===== src/hw/rtl/cfb_pkg.sv =====
// ----------------------------------------------------------------------------
// cfb_pkg: shared types and constants of the command frame builder
// Beat payload types, the queue entry and the frame constants.
// ----------------------------------------------------------------------------
package cfb_pkg;

   localparam logic [15:0] CRC_POLY       = 16'h8005;
   localparam logic [7:0]  WORD_ADDRESS   = 8'h03;
   localparam logic [7:0]  COUNT_OVERHEAD = 8'd3;

   // decoupling queue between front and back
   localparam int QUEUE_DEPTH = 4;
   localparam int QUEUE_AW    = $clog2(QUEUE_DEPTH);

   typedef struct packed {
      logic [7:0] payload_byte;
      logic [7:0] payload_length;
      logic       first_item;
      logic       last_item;
   } req_type;

   typedef struct packed {
      logic [7:0] frame_byte;
      logic       frame_end;
   } rsp_type;

   // one classified payload beat waiting for the back end
   typedef struct packed {
      logic [7:0]  data;
      logic [7:0]  count;
      logic [15:0] crc;
      logic        first;
      logic        last;
   } job_type;

endpackage


===== src/hw/rtl/crc16_command_frame_builder_core.sv =====
// ----------------------------------------------------------------------------
// crc16_command_frame_builder_core: command frame builder with crc-16 (0x8005)
// path: a req beat taken is written into the job queue, then into the output
//   register, from which its first rsp beat is offered
// throughput: 1 req beat per cycle while the 4-entry job queue has room
// output: 1 rsp beat per cycle from the output register while rsp_ready is high,
//   so an item gives 1 rsp beat, plus 2 on a first beat, plus 2 on a last beat
// reset: synchronous, clears crc to zero, empties the queue, drops rsp_valid
// ----------------------------------------------------------------------------
module crc16_command_frame_builder_core
   import cfb_pkg::*;
(
   input  logic    clock,
   input  logic    reset,
   input  logic    req_valid,
   output logic    req_ready,
   input  req_type req_payload,
   output logic    rsp_valid,
   input  logic    rsp_ready,
   output rsp_type rsp_payload
);

   // front to queue
   logic    push;
   job_type push_job;
   logic    queue_full;

   // queue to back
   logic    pop;
   job_type head;
   logic    queue_empty;

   // front: take a beat, fold the payload (after the count on a first beat) into the running crc
   cfb_front u_front (
      .clock       (clock),
      .reset       (reset),
      .req_valid   (req_valid),
      .req_ready   (req_ready),
      .req_payload (req_payload),
      .push        (push),
      .push_job    (push_job),
      .queue_full  (queue_full)
   );

   // queue: lets a long frame tail drain while new beats keep arriving
   cfb_queue u_queue (
      .clock    (clock),
      .reset    (reset),
      .push     (push),
      .push_job (push_job),
      .full     (queue_full),
      .pop      (pop),
      .head     (head),
      .empty    (queue_empty)
   );

   // back: word address, count, payload, crc low then crc high
   cfb_back u_back (
      .clock       (clock),
      .reset       (reset),
      .head        (head),
      .empty       (queue_empty),
      .pop         (pop),
      .rsp_valid   (rsp_valid),
      .rsp_ready   (rsp_ready),
      .rsp_payload (rsp_payload)
   );

endmodule


===== src/hw/rtl/cfb_front.sv =====
// ----------------------------------------------------------------------------
// cfb_front: input side of the command frame builder
// Accepts payload beats, runs the crc and pushes one job per beat.
// ----------------------------------------------------------------------------
module cfb_front
   import cfb_pkg::*;
(
   input  logic    clock,
   input  logic    reset,
   input  logic    req_valid,
   output logic    req_ready,
   input  req_type req_payload,
   output logic    push,
   output job_type push_job,
   input  logic    queue_full
);

   logic [15:0] crc_ff;
   logic [15:0] crc_in;
   logic [15:0] crc_base;
   logic [7:0]  count;

   // lsb-first bytewise update, no reflection
   function automatic logic [15:0] crc_byte(input logic [15:0] crc, input logic [7:0] b);
      logic [15:0] c;
      logic        top;
      c = crc;
      for (int i = 0; i < 8; i++) begin
         top = c[15];
         c   = {c[14:0], 1'b0};
         if (b[i] != top) begin
            c = c ^ CRC_POLY;
         end
      end
      return c;
   endfunction

   assign req_ready = !queue_full;
   assign push      = req_valid && req_ready;

   always_comb begin
      count    = req_payload.payload_length + COUNT_OVERHEAD;
      // a first beat restarts the crc from zero with the count byte
      crc_base = req_payload.first_item ? crc_byte(16'h0000, count) : crc_ff;
      crc_in   = crc_byte(crc_base, req_payload.payload_byte);
   end

   always_comb begin
      push_job.data  = req_payload.payload_byte;
      push_job.count = count;
      push_job.crc   = crc_in;
      push_job.first = req_payload.first_item;
      push_job.last  = req_payload.last_item;
   end

   always_ff @(posedge clock) begin
      if (reset) begin
         crc_ff <= 16'h0000;
      end else if (push) begin
         crc_ff <= crc_in;
      end
   end

endmodule


===== src/hw/rtl/cfb_queue.sv =====
// ----------------------------------------------------------------------------
// cfb_queue: job queue between front and back
// Small register fifo; the head is read directly by the back end.
// ----------------------------------------------------------------------------
module cfb_queue
   import cfb_pkg::*;
(
   input  logic    clock,
   input  logic    reset,
   input  logic    push,
   input  job_type push_job,
   output logic    full,
   input  logic    pop,
   output job_type head,
   output logic    empty
);

   job_type                mem [QUEUE_DEPTH];
   logic [QUEUE_AW-1:0]    wr_ptr_ff;
   logic [QUEUE_AW-1:0]    rd_ptr_ff;
   logic [QUEUE_AW:0]      count_ff;
   logic [QUEUE_AW:0]      count_in;

   assign full  = (count_ff == (QUEUE_AW+1)'(QUEUE_DEPTH));
   assign empty = (count_ff == '0);
   assign head  = mem[rd_ptr_ff];

   always_comb begin
      count_in = count_ff;
      if (push && !pop) begin
         count_in = count_ff + 1'b1;
      end else if (pop && !push) begin
         count_in = count_ff - 1'b1;
      end
   end

   always_ff @(posedge clock) begin
      if (push) begin
         mem[wr_ptr_ff] <= push_job;
      end
   end

   always_ff @(posedge clock) begin
      if (reset) begin
         wr_ptr_ff <= '0;
         rd_ptr_ff <= '0;
         count_ff  <= '0;
      end else begin
         if (push) begin
            wr_ptr_ff <= wr_ptr_ff + 1'b1;
         end
         if (pop) begin
            rd_ptr_ff <= rd_ptr_ff + 1'b1;
         end
         count_ff <= count_in;
      end
   end

   a_no_overflow: assert property (@(posedge clock) disable iff (reset)
      full |-> !push || pop)
      else $error("queue push while full");

   a_no_underflow: assert property (@(posedge clock) disable iff (reset)
      empty |-> !pop)
      else $error("queue pop while empty");

   a_ptr_gap: assert property (@(posedge clock) disable iff (reset)
      (wr_ptr_ff - rd_ptr_ff) == count_ff[QUEUE_AW-1:0])
      else $error("queue pointers disagree with fill count");

endmodule


===== src/hw/rtl/cfb_back.sv =====
// ----------------------------------------------------------------------------
// cfb_back: output side of the command frame builder
// Expands each queued job into its frame bytes through an output register.
// ----------------------------------------------------------------------------
module cfb_back
   import cfb_pkg::*;
(
   input  logic    clock,
   input  logic    reset,
   input  job_type head,
   input  logic    empty,
   output logic    pop,
   output logic    rsp_valid,
   input  logic    rsp_ready,
   output rsp_type rsp_payload
);

   typedef enum logic [2:0] {
      PH_ADDR,
      PH_COUNT,
      PH_DATA,
      PH_CRC_LO,
      PH_CRC_HI
   } phase_type;

   phase_type phase_ff;
   phase_type phase_in;
   phase_type cur_phase;
   logic      started_ff;
   logic      rsp_valid_ff;
   rsp_type   rsp_ff;
   rsp_type   beat;
   logic      out_free;
   logic      load;
   logic      job_done;

   assign cur_phase = started_ff ? phase_ff : (head.first ? PH_ADDR : PH_DATA);
   assign out_free  = !rsp_valid_ff || rsp_ready;
   assign load      = !empty && out_free;
   assign pop       = load && job_done;

   always_comb begin
      beat.frame_end = 1'b0;
      phase_in       = PH_DATA;
      job_done       = 1'b0;
      case (cur_phase)
         PH_ADDR: begin
            beat.frame_byte = WORD_ADDRESS;
            phase_in        = PH_COUNT;
         end
         PH_COUNT: begin
            beat.frame_byte = head.count;
            phase_in        = PH_DATA;
         end
         PH_DATA: begin
            beat.frame_byte = head.data;
            phase_in        = PH_CRC_LO;
            job_done        = !head.last;
         end
         PH_CRC_LO: begin
            beat.frame_byte = head.crc[7:0];
            phase_in        = PH_CRC_HI;
         end
         PH_CRC_HI: begin
            beat.frame_byte = head.crc[15:8];
            beat.frame_end  = 1'b1;
            job_done        = 1'b1;
         end
         default: begin
            beat.frame_byte = head.data;
            job_done        = 1'b1;
         end
      endcase
   end

   always_ff @(posedge clock) begin
      if (reset) begin
         started_ff   <= 1'b0;
         phase_ff     <= PH_ADDR;
         rsp_valid_ff <= 1'b0;
      end else begin
         if (load) begin
            started_ff   <= !job_done;
            phase_ff     <= phase_in;
            rsp_valid_ff <= 1'b1;
         end else if (rsp_ready) begin
            rsp_valid_ff <= 1'b0;
         end
      end
      if (load) begin
         rsp_ff <= beat;
      end
   end

   assign rsp_valid   = rsp_valid_ff;
   assign rsp_payload = rsp_ff;

   a_end_pops: assert property (@(posedge clock) disable iff (reset)
      load && beat.frame_end |-> pop)
      else $error("frame end beat did not retire its job");

   a_started_has_job: assert property (@(posedge clock) disable iff (reset)
      started_ff |-> !empty)
      else $error("mid-job phase with an empty queue");

   a_crc_hi_after_lo: assert property (@(posedge clock) disable iff (reset)
      load && cur_phase == PH_CRC_HI |-> started_ff && phase_ff == PH_CRC_HI)
      else $error("crc high byte without crc low byte");

endmodule


===== config.mk =====
export PLATFORM = sky130hd
export DESIGN_NAME = crc16_command_frame_builder_core
export DESIGN_NICKNAME = d
export VERILOG_FILES = /design/src/hw/rtl/cfb_pkg.sv /design/src/hw/rtl/crc16_command_frame_builder_core.sv /design/src/hw/rtl/cfb_front.sv /design/src/hw/rtl/cfb_queue.sv /design/src/hw/rtl/cfb_back.sv
export SDC_FILE = /design/constraint.sdc
export NUM_CORES = 1
export LEC_CHECK = 0
export BUFFER_PORTS_ARGS = -buffer_cell sky130_fd_sc_hd__buf_4
export CORE_MARGIN = 2
export CORE_UTILIZATION = 40
export DETAILED_ROUTE_END_ITERATION = 7
export GPL_TIMING_DRIVEN = 1
export RECOVER_POWER = 100
export REMOVE_ABC_BUFFERS = 1
export SLEW_MARGIN = 40
export SYNTH_ARGS = -nofsm -noshare
export SYNTH_HDL_FRONTEND = slang
export SYNTH_HIERARCHICAL = 1
export SYNTH_SLANG_ARGS = --single-unit

===== constraint.sdc =====
create_clock -name clock -period 3.25 [get_ports clock]
set_clock_uncertainty 0.1 [all_clocks]
set_input_delay 0.1625 -clock clock [delete_from_list [all_inputs] [get_ports clock]]
set_output_delay 0.1625 -clock clock [all_outputs]
set_load 0.01 [all_outputs]

==> metrics.md <==
| Metric | Value |
|---|---|
| Status | completed |
| Worst path most repeated cell | xnor3_1 |
| Largest net degree at the start of global routing | 35 |
| Sequential area share after synthesis | 0.627 |
| Core area | 19400 um^2 |
| Synth unique cells | 66 |
| GRT Total Usage | 0.162 |
| Syn Inst Count | 522 |
| CTS sink count | 175 |
| Post-synthesis simple-gate area fraction | 0.0726 |
| Buf+Inv Stages, Crit Path | 2 |
| Max-slew violations | 0 |
| Fill count | 1753 |
| Fmax | 0.334 GHz |
| HP Start | reset |
| Mapped Area | 7900 um^2 |
| Synth area leader | edfxtp_1 |
| Setup bufs post-CTS | 0 |
| Cell Pwr Density | 823 nW/um^2 |
| Main combinational cell family by area after synthesis | multiplexers |
| Synth Area in Adders | 0.0120 |
| Synth warn | 6 |
| CTS Root Cell | clkbuf_16 |
| Starting Density | 0.407 |
| Post-synth top area share | 0.551 |
| Crit-path cells | dlygate4sd3_1, clkbuf_1, xnor3_1, xnor3_1, xnor3_1, or4_1, and2_0 |
| Commonest non-fill, non-tap cell in the layout | edfxtp_1 |
| Setup slack, reg-to-reg | 410 ps |
| Final period utilization | 0.922 |
| Worst R2R End | u_queue/count_ff[2] |
| WP data required | 3310 ps |
| Clock Tree Buf Depth | 2 |
| FF+latch count, synth | 175 |
| Asr flop ratio synth | 0 |
| RSZ-0062 raised after global routing | false |
| Post-route ant nets | 0 |
| Worst min path class | input port to register |
| Hold Path Cell Cnt | 2 |
| Wire per inst | 18.6 um |
| Detailed Route Iter0 Violations | 298 |
| Area Overhead vs Synth | 12.0% |
| Clock transition at the registers of the reported paths | 60 ps |
| Relative slew margins | 0.481 |
| Setup Crit Path Kind | input port to register |
| CP arrival | 3060 ps |
| I/O Pins | 33 |
| First-pass DRT Iterations | 4 |
| Port-buffer cells | 32 |
| Most frequent cells in the layout | 145 x edfxtp_1, 45 x nor2_1, 34 x xnor2_1, 31 x nand2_1 |
| Final Hold Vio Count | 0 |
| Top Family by Delay on Critical Path | XOR/XNOR gates |
| Worst path slowest cell | dlygate4sd3_1 |
| Fraction of final layout cells sized beyond drive strength 1 | 0.175 |
| Top cells by area, synth | edfxtp_1 55%, mux4_2 8.6%, dfxtp_1 7.6% |
| Die width | 145 um |
| Total CTS buffers | 17 |
| Dpl hpwl | 9760 um |
| Max Cap Viol | 0 |
| Max IR drop VDD | 0.352 mV |
| Least-Margin Pin Slew | 773 ps |
| Setup TNS | 0 ps |
| Hold Slack | 37.5 ps |
| CP max stage delay | 520 ps |
| Critical Path Fanout Max | 7 |
| Synth Area per Inst | 15.1 um^2 |
| DR vias | 4242 |
| Mux cell area share after synthesis | 0.117 |
| First-pass GRT wire length | 24800 um |
| Full die area | 20900 um^2 |
| DR vias/cell | 5.07 |
| # nets final | 587 |
| Final wirelength | 15600 um |
| TritonCTS clock tree | yes |
| Hold Path End | u_queue/count_ff[1] |
| R2R depth | 12 |
| Standard-cell rows | 51 |
| Post-layout min period | 3000 ps |
| Vias in the first global route | 4391 |
| ANT cells | 0 |
| Initial antenna violation count | 0 |
| Post-synthesis compound-gate area fraction | 0.0494 |
| Startpoint types | input port |
| Die Span Y | 145 um |
| Worst-skew pair later-pin latency | 430 ps |
| CP Capture Type | register |
| Setup violators final | 0 |
| GRT overflow | 0 |
| Xor/xnor share of the synthesized area | 0.0730 |
| Number of synthesized flops with an enable pin | 145 |
| LEAKAGE | 2.98 nW |
| Residual DRC | 0 |
| Placer Congestion | 0.772 |
| H-tree lvl count | 4 |
| Top FF cell, synth | edfxtp_1 |
==> worst reg2reg max path, stage by stage, from the launching register on <==
cell and delay [ps]:
dfxtp_1 390, mux4_2 530, or2_2 330, nor2_1 90, a21oi_1 50, nor2b_1 220, inv_1 70, ha_1 200
inv_1 70, fa_1 180, xor2_1 80, or3_1 320, a21oi_1 150
==> worst max path at each step <==
stage | start | endpoint | slack, ps | depth (start not counted)
2_1_floorplan | register | u_queue/count_ff[2] | -670 | 12
3_3_place_gp | req_payload[2] | u_queue/mem[0][17] | 480 | 9
3_5_place_dp | req_payload[2] | u_queue/mem[1][17] | 410 | 9
4_1_cts | register | u_queue/count_ff[2] | 440 | 12
5_1_grt | req_payload[10] | u_queue/mem[2][17] | 120 | 7
6_report | req_payload[10] | u_queue/mem[2][17] | 250 | 7
==> synthesized netlist by cell type (all sizes together) (7+ instances only) <==
| cell | instances |
|---|---|
| a21oi | 26 |
| buf | 29 |
| clkbuf | 9 |
| dfxtp | 30 |
| edfxtp | 145 |
| inv | 23 |
| mux2i | 7 |
| mux4 | 34 |
| nand2 | 31 |
| nor2 | 45 |
| nor3 | 7 |
| o21ai | 7 |
| o22ai | 9 |
| xnor2 | 34 |
| xor2 | 16 |
==> flip-flops by register name, summed over array words and instances (netlist names), named ones only <==
| signal | cells |
|---|---|
| u_back/rsp_payload | 9 |
| u_queue/mem | 136 |
| u_queue/wr_ptr_ff | 2 |
| u_queue/rd_ptr_ff | 2 |
| u_back/rsp_valid | 1 |
| u_back/started_ff | 1 |
| u_front/crc_ff | 16 |
| u_back/phase_ff | 3 |
| u_queue/count_ff | 3 |
==> layer usage <==
layer,vias up,track usage,share of wire
met3,10,0.0301,0.052
met1,2147,0.218,0.44
met4,0,0.0567,0.012
met2,84,0.266,0.49
met5,-,0,0
li1,2001,-,-
==> what timing repair did <==
action	in CTS	in global routing
hold endpoints to repair	37	0
gates resized for setup	0	0
hold buffers	10	0
==> stage by stage <==
stage / util / instances / power [mW] / cell area (um^2) / worst slack, ps
3_5_place_dp: 0.426 / 794 / 5.49 / 8270 / 406
2_1_floorplan: - / 484 / 4.75 / 7600 / -673
6_report: 0.456 / 836 / 7.28 / 8850 / 254
4_1_cts: 0.461 / 836 / 7.45 / 8950 / 436
3_3_place_gp: 0.426 / 794 / 5.42 / 8270 / 479
5_1_grt: 0.456 / 836 / 7.69 / 8850 / 123
==> cell families (layout without fill, tap and decap cells) <==
logic type | Yosys count | count (layout)
AO/OA/AOI/OAI | 59 | 59
XOR/XNOR | 56 | 56
buffers and inverters | 62 | 111
multiplexers | 47 | 47
adder cells (fa/ha/maj) | 7 | 7
AND/OR/NAND/NOR | 116 | 116
flip-flops | 175 | 175
==> power by group <==
part	switching, mW	leakage, nW	internal [mW]
logic	1.25	1.13	0.911
clock network	0.861	0.261	1.08
registers	0.145	1.58	3.03
==> cell type report <==
cell class              count  area (um^2)  share of cell area
flip-flops and latches    175         4950               0.560
multi-input cells         285         2550               0.288
clock buffers              18          439              0.0496
repair buffers             55          352              0.0397
well taps                 265          332              0.0375
clock inverters            14          134              0.0151
inverters                  24         90.1              0.0102
Note: power is estimated with default switching activity, not from simulation.
